--- src/design/tlvd_pkg.sv ---
// Shared types and constants of the TLV stream deframer.
package tlvd_pkg;

   // Result word kinds
   localparam logic [1:0] KindHeader = 2'd0;
   localparam logic [1:0] KindValue  = 2'd1;
   localparam logic [1:0] KindError  = 2'd2;

   // Configuration register indexes
   localparam int unsigned CsrIndexWidth = 1;
   localparam int unsigned CsrDataWidth  = 8;
   localparam logic [CsrIndexWidth-1:0] CsrNetworkScope = 1'd0;
   localparam logic [CsrIndexWidth-1:0] CsrEscapeCode   = 1'd1;
   localparam logic [CsrDataWidth-1:0]  EscapeCodeReset = 8'hFF;

   // Queue between front and back
   localparam int unsigned QDepth     = 4;
   localparam int unsigned QPtrWidth  = (QDepth > 1) ? $clog2(QDepth) : 1;
   localparam int unsigned QCntWidth  = $clog2(QDepth + 1);

   typedef struct packed {
      logic [7:0] byte_in;
      logic       buffer_end;
   } req_word_type;

   typedef struct packed {
      logic [1:0]  kind;
      logic [7:0]  tlv_type;
      logic [15:0] tlv_length;
      logic [7:0]  value_byte;
      logic [15:0] value_index;
      logic        tlv_done;
      logic        run_last;
   } rsp_word_type;

   // One queued entry: a first word, and a flag for a trailing error word
   typedef struct packed {
      rsp_word_type word;
      logic         has_err;
   } entry_type;

   typedef struct packed {
      logic      valid;
      entry_type entry;
   } q_push_type;

   typedef struct packed {
      logic full;
      logic empty;
   } q_status_type;

   typedef struct packed {
      logic       network_scope;
      logic [7:0] escape_code;
   } cfg_type;

endpackage

--- src/design/tlv_stream_deframer_top.sv ---
// Top level of the TLV stream deframer: configuration registers and part wiring.
//
// The deframer takes buffer bytes in and splits each buffer into
// type-length-value records, with an escape-coded 16-bit big-endian length.
// Each byte leaves zero, one or two result words: a header word, a value word
// with its index, and an error word when the buffer ends inside a record
// (downstream drops that record's words). A new byte is accepted every cycle
// unless the queue is full; the output register carries one word per cycle
// while rsp_stall is low, and a four-entry queue between the decoder and the
// output absorbs the bursts of bytes that cause two words before req_stall
// rises. A word passes from the decoder through the queue into the output
// register. The user must write configuration through the csr_ port only
// while the block is idle; the block itself does not enforce it.
module tlv_stream_deframer_top (
   input  logic                                  clock,
   input  logic                                  reset,
   input  logic                                  req_valid,
   output logic                                  req_stall,
   input  tlvd_pkg::req_word_type                req_word,
   output logic                                  rsp_valid,
   input  logic                                  rsp_stall,
   output tlvd_pkg::rsp_word_type                rsp_word,
   input  logic                                  csr_write,
   input  logic [tlvd_pkg::CsrIndexWidth-1:0]    csr_index,
   input  logic [tlvd_pkg::CsrDataWidth-1:0]     csr_wdata
);

   logic                   scope_ff;
   logic [7:0]             escape_ff;
   tlvd_pkg::cfg_type      cfg;
   tlvd_pkg::q_push_type   q_push;
   tlvd_pkg::q_status_type q_status;
   tlvd_pkg::entry_type    pop_entry;
   logic                   pop;

   // Configuration registers
   always_ff @(posedge clock) begin
      if (reset) begin
         scope_ff  <= 1'b0;
         escape_ff <= tlvd_pkg::EscapeCodeReset;
      end else if (csr_write) begin
         unique case (csr_index)
            tlvd_pkg::CsrNetworkScope: scope_ff  <= csr_wdata[0];
            tlvd_pkg::CsrEscapeCode:   escape_ff <= csr_wdata;
            default: ;
         endcase
      end
   end

   assign cfg.network_scope = scope_ff;
   assign cfg.escape_code   = escape_ff;

   tlvd_front u_front (
      .clock     (clock),
      .reset     (reset),
      .cfg       (cfg),
      .req_valid (req_valid),
      .req_word  (req_word),
      .q_status  (q_status),
      .req_stall (req_stall),
      .q_push    (q_push)
   );

   tlvd_queue u_queue (
      .clock     (clock),
      .reset     (reset),
      .q_push    (q_push),
      .pop       (pop),
      .pop_entry (pop_entry),
      .q_status  (q_status)
   );

   tlvd_back u_back (
      .clock     (clock),
      .reset     (reset),
      .pop_entry (pop_entry),
      .q_status  (q_status),
      .pop       (pop),
      .rsp_stall (rsp_stall),
      .rsp_valid (rsp_valid),
      .rsp_word  (rsp_word)
   );

endmodule

--- src/design/tlvd_front.sv ---
// Front part: accepts input words, tracks the TLV header and value phases.
module tlvd_front (
   input  logic                  clock,
   input  logic                  reset,
   input  tlvd_pkg::cfg_type     cfg,
   input  logic                  req_valid,
   input  tlvd_pkg::req_word_type req_word,
   input  tlvd_pkg::q_status_type q_status,
   output logic                  req_stall,
   output tlvd_pkg::q_push_type  q_push
);

   localparam logic [2:0] PhIdle  = 3'd0;
   localparam logic [2:0] PhLen   = 3'd1;
   localparam logic [2:0] PhExtHi = 3'd2;
   localparam logic [2:0] PhExtLo = 3'd3;
   localparam logic [2:0] PhValue = 3'd4;

   logic [2:0]  phase_ff, phase_in;
   logic [7:0]  type_ff, type_in;
   logic [15:0] len_ff, len_in;
   logic [15:0] taken_ff, taken_in;

   logic        accept;
   logic        hdr_now;
   logic [15:0] hdr_len;
   logic [15:0] next_idx;
   logic [7:0]  b;
   logic        last_byte;

   assign req_stall = q_status.full;
   assign accept    = req_valid && !q_status.full;
   assign b         = req_word.byte_in;
   assign last_byte = req_word.buffer_end;
   assign next_idx  = taken_ff + 16'd1;

   // Decode the accepted word against the current phase
   always_comb begin
      phase_in = phase_ff;
      type_in  = type_ff;
      len_in   = len_ff;
      taken_in = taken_ff;
      hdr_now  = 1'b0;
      hdr_len  = '0;
      q_push   = '0;

      if (accept) begin
         unique case (phase_ff)
            PhLen: begin
               if (b == cfg.escape_code) begin
                  len_in   = '0;
                  phase_in = PhExtHi;
                  if (last_byte) begin
                     q_push.valid                  = 1'b1;
                     q_push.entry.word.kind        = tlvd_pkg::KindError;
                     q_push.entry.word.tlv_type    = type_ff;
                     q_push.entry.word.run_last    = 1'b1;
                     phase_in = PhIdle;
                     taken_in = '0;
                  end
               end else begin
                  hdr_now = 1'b1;
                  hdr_len = {8'd0, b};
               end
            end
            PhExtHi: begin
               len_in   = {b, 8'd0};
               phase_in = PhExtLo;
               if (last_byte) begin
                  len_in   = '0;
                  taken_in = '0;
                  phase_in = PhIdle;
                  q_push.valid               = 1'b1;
                  q_push.entry.word.kind     = tlvd_pkg::KindError;
                  q_push.entry.word.tlv_type = type_ff;
                  q_push.entry.word.run_last = 1'b1;
               end
            end
            PhExtLo: begin
               hdr_now = 1'b1;
               hdr_len = {len_ff[15:8], b};
            end
            PhValue: begin
               q_push.valid                  = 1'b1;
               q_push.entry.word.kind        = tlvd_pkg::KindValue;
               q_push.entry.word.tlv_type    = type_ff;
               q_push.entry.word.tlv_length  = len_ff;
               q_push.entry.word.value_byte  = b;
               q_push.entry.word.value_index = taken_ff;
               if (next_idx == len_ff) begin
                  q_push.entry.word.tlv_done = 1'b1;
                  q_push.entry.word.run_last = 1'b1;
                  phase_in = PhIdle;
                  taken_in = '0;
               end else if (last_byte) begin
                  q_push.entry.has_err = 1'b1;
                  phase_in = PhIdle;
                  len_in   = '0;
                  taken_in = '0;
               end else begin
                  q_push.entry.word.run_last = 1'b1;
                  taken_in = next_idx;
               end
            end
            default: begin
               // Idle: take the type byte
               type_in  = cfg.network_scope ? {1'b0, b[7:1]} : b;
               len_in   = '0;
               taken_in = '0;
               phase_in = PhLen;
               if (last_byte) begin
                  q_push.valid               = 1'b1;
                  q_push.entry.word.kind     = tlvd_pkg::KindError;
                  q_push.entry.word.tlv_type = type_in;
                  q_push.entry.word.run_last = 1'b1;
                  phase_in = PhIdle;
               end
            end
         endcase

         // Header complete: emit it, then enter the value phase or finish (with a trailing error if the buffer ends)
         if (hdr_now) begin
            len_in   = hdr_len;
            taken_in = '0;
            q_push.valid                 = 1'b1;
            q_push.entry.word.kind       = tlvd_pkg::KindHeader;
            q_push.entry.word.tlv_type   = type_ff;
            q_push.entry.word.tlv_length = hdr_len;
            if (hdr_len == 16'd0) begin
               q_push.entry.word.tlv_done = 1'b1;
               q_push.entry.word.run_last = 1'b1;
               phase_in = PhIdle;
            end else if (last_byte) begin
               q_push.entry.has_err = 1'b1;
               phase_in = PhIdle;
               len_in   = '0;
            end else begin
               q_push.entry.word.run_last = 1'b1;
               phase_in = PhValue;
            end
         end
      end
   end

   // Hold the parse state
   always_ff @(posedge clock) begin
      if (reset) begin
         phase_ff <= PhIdle;
         type_ff  <= '0;
         len_ff   <= '0;
         taken_ff <= '0;
      end else begin
         phase_ff <= phase_in;
         type_ff  <= type_in;
         len_ff   <= len_in;
         taken_ff <= taken_in;
      end
   end

endmodule

--- src/design/tlvd_queue.sv ---
// Short queue of decoded entries between the front and back parts.
module tlvd_queue (
   input  logic                   clock,
   input  logic                   reset,
   input  tlvd_pkg::q_push_type   q_push,
   input  logic                   pop,
   output tlvd_pkg::entry_type    pop_entry,
   output tlvd_pkg::q_status_type q_status
);

   tlvd_pkg::entry_type slot_ff [tlvd_pkg::QDepth];

   logic [tlvd_pkg::QPtrWidth-1:0] wr_ptr_ff, wr_ptr_in;
   logic [tlvd_pkg::QPtrWidth-1:0] rd_ptr_ff, rd_ptr_in;
   logic [tlvd_pkg::QCntWidth-1:0] count_ff, count_in;
   logic                           do_push, do_pop;

   localparam logic [tlvd_pkg::QPtrWidth-1:0] LastPtr =
      tlvd_pkg::QPtrWidth'(tlvd_pkg::QDepth - 1);
   localparam logic [tlvd_pkg::QCntWidth-1:0] FullCount =
      tlvd_pkg::QCntWidth'(tlvd_pkg::QDepth);

   assign q_status.full  = (count_ff == FullCount);
   assign q_status.empty = (count_ff == '0);
   assign do_push        = q_push.valid && !q_status.full;
   assign do_pop         = pop && !q_status.empty;
   assign pop_entry      = slot_ff[rd_ptr_ff];

   // Advance pointers with wrap
   always_comb begin
      wr_ptr_in = wr_ptr_ff;
      rd_ptr_in = rd_ptr_ff;
      count_in  = count_ff;
      if (do_push) begin
         wr_ptr_in = (wr_ptr_ff == LastPtr) ? '0 : wr_ptr_ff + 1'b1;
      end
      if (do_pop) begin
         rd_ptr_in = (rd_ptr_ff == LastPtr) ? '0 : rd_ptr_ff + 1'b1;
      end
      if (do_push && !do_pop) begin
         count_in = count_ff + 1'b1;
      end else if (do_pop && !do_push) begin
         count_in = count_ff - 1'b1;
      end
   end

   always_ff @(posedge clock) begin
      if (reset) begin
         wr_ptr_ff <= '0;
         rd_ptr_ff <= '0;
         count_ff  <= '0;
      end else begin
         wr_ptr_ff <= wr_ptr_in;
         rd_ptr_ff <= rd_ptr_in;
         count_ff  <= count_in;
      end
   end

   // Store the pushed entry
   always_ff @(posedge clock) begin
      if (do_push) begin
         slot_ff[wr_ptr_ff] <= q_push.entry;
      end
   end

endmodule

--- src/design/tlvd_back.sv ---
// Back part: expands queued entries into result words on the output register.
module tlvd_back (
   input  logic                   clock,
   input  logic                   reset,
   input  tlvd_pkg::entry_type    pop_entry,
   input  tlvd_pkg::q_status_type q_status,
   output logic                   pop,
   input  logic                   rsp_stall,
   output logic                   rsp_valid,
   output tlvd_pkg::rsp_word_type rsp_word
);

   logic                   valid_ff, valid_in;
   logic                   pend_err_ff, pend_err_in;
   tlvd_pkg::rsp_word_type word_ff, word_in;
   logic                   out_free;

   assign out_free  = !valid_ff || !rsp_stall;
   assign pop       = out_free && !pend_err_ff && !q_status.empty;
   assign rsp_valid = valid_ff;
   assign rsp_word  = word_ff;

   // Load the next word: a pending error first, then the queue head
   always_comb begin
      valid_in    = valid_ff;
      pend_err_in = pend_err_ff;
      word_in     = word_ff;
      if (out_free) begin
         if (pend_err_ff) begin
            valid_in            = 1'b1;
            pend_err_in         = 1'b0;
            word_in.kind        = tlvd_pkg::KindError;
            word_in.value_byte  = '0;
            word_in.value_index = '0;
            word_in.tlv_done    = 1'b0;
            word_in.run_last    = 1'b1;
         end else if (!q_status.empty) begin
            valid_in    = 1'b1;
            pend_err_in = pop_entry.has_err;
            word_in     = pop_entry.word;
         end else begin
            valid_in = 1'b0;
         end
      end
   end

   always_ff @(posedge clock) begin
      if (reset) begin
         valid_ff    <= 1'b0;
         pend_err_ff <= 1'b0;
      end else begin
         valid_ff    <= valid_in;
         pend_err_ff <= pend_err_in;
      end
   end

   always_ff @(posedge clock) begin
      word_ff <= word_in;
   end

endmodule

--- config.mk ---
export PLATFORM = sky130hd
export DESIGN_NAME = tlv_stream_deframer_top
export DESIGN_NICKNAME = d
export VERILOG_FILES = /design/src/design/tlvd_pkg.sv /design/src/design/tlv_stream_deframer_top.sv /design/src/design/tlvd_front.sv /design/src/design/tlvd_queue.sv /design/src/design/tlvd_back.sv
export SDC_FILE = /design/constraint.sdc
export NUM_CORES = 1
export LEC_CHECK = 0
export BUFFER_PORTS_ARGS = -buffer_cell sky130_fd_sc_hd__buf_2
export CORE_ASPECT_RATIO = 0.75
export CORE_MARGIN = 2
export CORE_UTILIZATION = 55
export CTS_CLUSTER_DIAMETER = 40
export CTS_CLUSTER_SIZE = 20
export DETAILED_ROUTE_END_ITERATION = 10
export PLACE_DENSITY_LB_ADDON = 0.08
export SYNTH_ARGS = -nofsm -noshare
export SYNTH_HDL_FRONTEND = slang
export SYNTH_SLANG_ARGS = --single-unit
--- constraint.sdc ---
create_clock -name clock -period 5.2 [get_ports clock]
set_clock_uncertainty 0.2 [all_clocks]
set_input_delay 1.56 -clock clock [delete_from_list [all_inputs] [get_ports clock]]
set_output_delay 1.56 -clock clock [all_outputs]
set_load 0.03 [all_outputs]
==> summary.txt <==
Worst hold path
  • Hold Path Class: flop to flop

Yosys
  • Yosys top cell by area: edfxtp_1
  • Yosys warns: 0
  • Synth async-reset ratio: 0
  • Sequential area share after synthesis: 0.670
  • Yosys cell types: 72
  • Share of the synthesized area in the top cell type: 0.578
  • Prevailing post-synth register cell: edfxtp_1
  • Cell Area, Synth: 13700 µm²
  • EDFF count, synth: 264
  • Syn_area_per_cell: 14.7 µm²
  • Synth top area cells: edfxtp_1 58%, dfxtp_1 9.2%, mux4_2 8.7%
  • FF+latch count, synth: 327
  • Syn nets: 967
  • Post-Syn Instances: 936

Worst setup path
  • Arr. time, crit path: 4410 ps
  • Startpoint Class: input pin
  • Worst-path maximum fanout: 8
  • Data required time of the critical path: 5430 ps
  • Setup CP Type: input pin to flop
  • Critical path capture point type: flop

Cells and area
  • Layout cells sized above 1: 0.223
  • Reg area: 9200 µm²
  • Synth-to-layout area growth: 14.0%
  • # fillers: 1815
  • Final Cell Area: 15600 µm²
  • Nets: 1032
  • Multi-input logic area: 4210 µm²
  • Commonest non-fill, non-tap cell in the layout: edfxtp_1
  • Ant. Diodes: 0
  • Commonest cells after routing, fill and taps aside: 264 x edfxtp_1, 76 x buf_2, 67 x nand2_1, 61 x dfxtp_1, 53 x mux4_2
  • Finished Core Util: 0.633

Pwr
  • Power Internal: 5.56 mW
  • Switching share of total power: 0.305
  • Lkg Pwr: 5.28 nW
  • Clock power share: 0.322
  • Portion of total power attributed to sequential cells: 0.450
  • Peak supply drop: 0.000296 V
  • PwrDens: 511 nW/µm²
  • Comb pwr share: 0.228
  • P_sw: 2.44 mW

Global route
  • Largest net degree at the start of global routing: 54
  • Antenna violations before repair: 0
  • Vias in the first global route: 7786
  • Total track usage: 0.231
  • Global route overflow: 0
  • First-pass GRT wire length: 46600 µm

Detailed routing
  • Routed Antenna Nets: 0
  • First-pass DRT Iterations: 6
  • Initial DRC Count: 831
  • WL/cell: 21.7 µm
  • Vias/cell: 5.96
  • Routed wire length: 29600 µm
  • Via count: 8133
  • DRC viols: 0

Flow run
  • Max cap viols: 0

Timing
  • Final setup TNS: 0 ps
  • Worst slew pin tran: 1110 ps
  • Hold Vio Cnt, Final: 0
  • F_max: 0.240 GHz
  • RSZ-0062 raised after global routing: false
  • Slew Viols, Final: 0
  • Crit path time final: 4170 ps
  • Worst slew margin: 0.261
  • Final period util: 0.803
  • Final setup fails: 0

Placement
  • Port-buffer cells: 76
  • Gpl congestion: 0.916
  • Area after DPL: 14400 µm²
  • Detailed placement HPWL: 18700 µm

Clocking
  • CTS root buffer: clkbuf_16
  • Clk_lat worst skew: 510 ps
  • Cts hold-fix bufs: 0
  • CTS H-tree lvls: 2
  • Clock Pin Slew Worst Setup and Hold Paths: 60 ps
  • PostCTS Resize Cnt: 0
  • Clk buf depth: 3
  • CTS tree: built
  • Num Clock Sinks: 327
  • CTS Buf Count: 36
  • Post-CTS Setup Repair Bufs: 0

Outcome
  • Status: complete, no violations

Die
  • Die Y: 141 µm
  • Die ar.: 26200 µm²
  • FP Rows: 50
  • Initial Util: 0.555
  • Core Region: 24700 µm²
  • Io pins: 77
  • Die W: 186 µm
[logic make-up after synthesis]
group / synth area share
AO/OA/AOI/OAI: 0.0632
adder cells (fa/ha/maj): 0.00784
buffers and inverters: 0.0253
XOR/XNOR: 0.0179
multiplexers: 0.0966
AND/OR/NAND/NOR: 0.120
flip-flops: 0.670
[power by group through the flow]
stage                     clock [mW]  sequential, mW  combinational, mW
after global placement             0            3.65               1.82
after global routing            2.73            3.65               1.95
after detailed placement           0            3.66               1.84
after floorplan                    0            3.94               1.01
final                           2.58            3.60               1.82
after CTS                       2.62            3.61               1.85
[worst max-delay path: stages]
cell and delay (ps):
buf_2 280, xor2_1 180, nor2_1 80, nand3_1 260, nand2_1 120, a21oi_1 520
ha_1 300, inv_1 60, fa_1 380, xor2_1 190, or3_1 320, a21oi_1 140
[cell type report]
| type | instances | share of cell area |
|---|---|---|
| Clock buffer | 45 | 0.0630 |
| Clock inverter | 19 | 0.0143 |
| Inverter | 16 | 0.00384 |
| Multi-Input combinational cell | 527 | 0.269 |
| Sequential cell | 327 | 0.588 |
| Tap cell | 338 | 0.0270 |
| Timing Repair Buffer | 93 | 0.0349 |
[Yosys cell counts (all sizes together) (2+ instances only)]
cell and count:
a21oi 21, a32oi 4, xnor2 8, a22o 6, nor3 13, o32a 2, inv 15, and2 40
mux4 53, nand4b 4, nor2b 34, dfxtp 63, a32o 2, or3 3, a211oi 13, nand4 18
buf 19, o22ai 10, mux2i 12, xor2 20, ha 7, edfxtp 264, a31oi 13, o41ai 3
o2111ai 8, or4 11, o21ai 19, nor4 8, and4 5, clkbuf 47, or2 2, and3 3
nand2b 5, o211ai 4, o21a 3, o31ai 2, nor2 38, nand3 48, a22oi 2, nand2 67
[stage by stage]
step / instances / total power [mW] / setup WS (ps) / hold slack (ps)
3_5_place_dp: 1301 / 5.50 / 554 / 271
3_3_place_gp: 1301 / 5.47 / 675 / 265
6_report: 1365 / 8.00 / 1030 / 287
2_1_floorplan: 936 / 4.95 / 618 / 254
4_1_cts: 1365 / 8.08 / 1070 / 286
5_1_grt: 1365 / 8.34 / 822 / 317
[state kept, by name (all words and copies together) (netlist names), 2 cells and up, named ones only]
name	flops
escape_ff	8
u_queue.count_ff	3
u_front.taken_ff	16
u_front.type_ff	8
u_front.phase_ff	3
u_queue.wr_ptr_ff	2
u_front.len_ff	16
u_back.rsp_word	52
u_queue.rd_ptr_ff	2
u_queue.slot_ff	212
[path summary, 6_finish.rpt]
path / startpoint / endpoint / slack (ps) / depth (start not counted)
worst max-delay path: req_word[3] / u_queue.count_ff[2] / 1030 / 12
worst min register to register: u_queue.rd_ptr_ff[1] / flop / 290 / 2
worst max register to register: u_front.taken_ff[0] / u_queue.slot_ff[3][1] / 1170 / 8
worst min-delay path: u_queue.rd_ptr_ff[1] / flop / 290 / 2
[per-layer routing]
layer | track usage | share of wire | routed length (µm)
met1 | 0.366 | 0.48 | 14200
met2 | 0.319 | 0.42 | 12500
met3 | 0.0515 | 0.076 | 2240
met4 | 0.0653 | 0.019 | 574
met5 | 0.0238 | 0.0027 | 81
No activity file was read; power rests on OpenSTA's default activity.
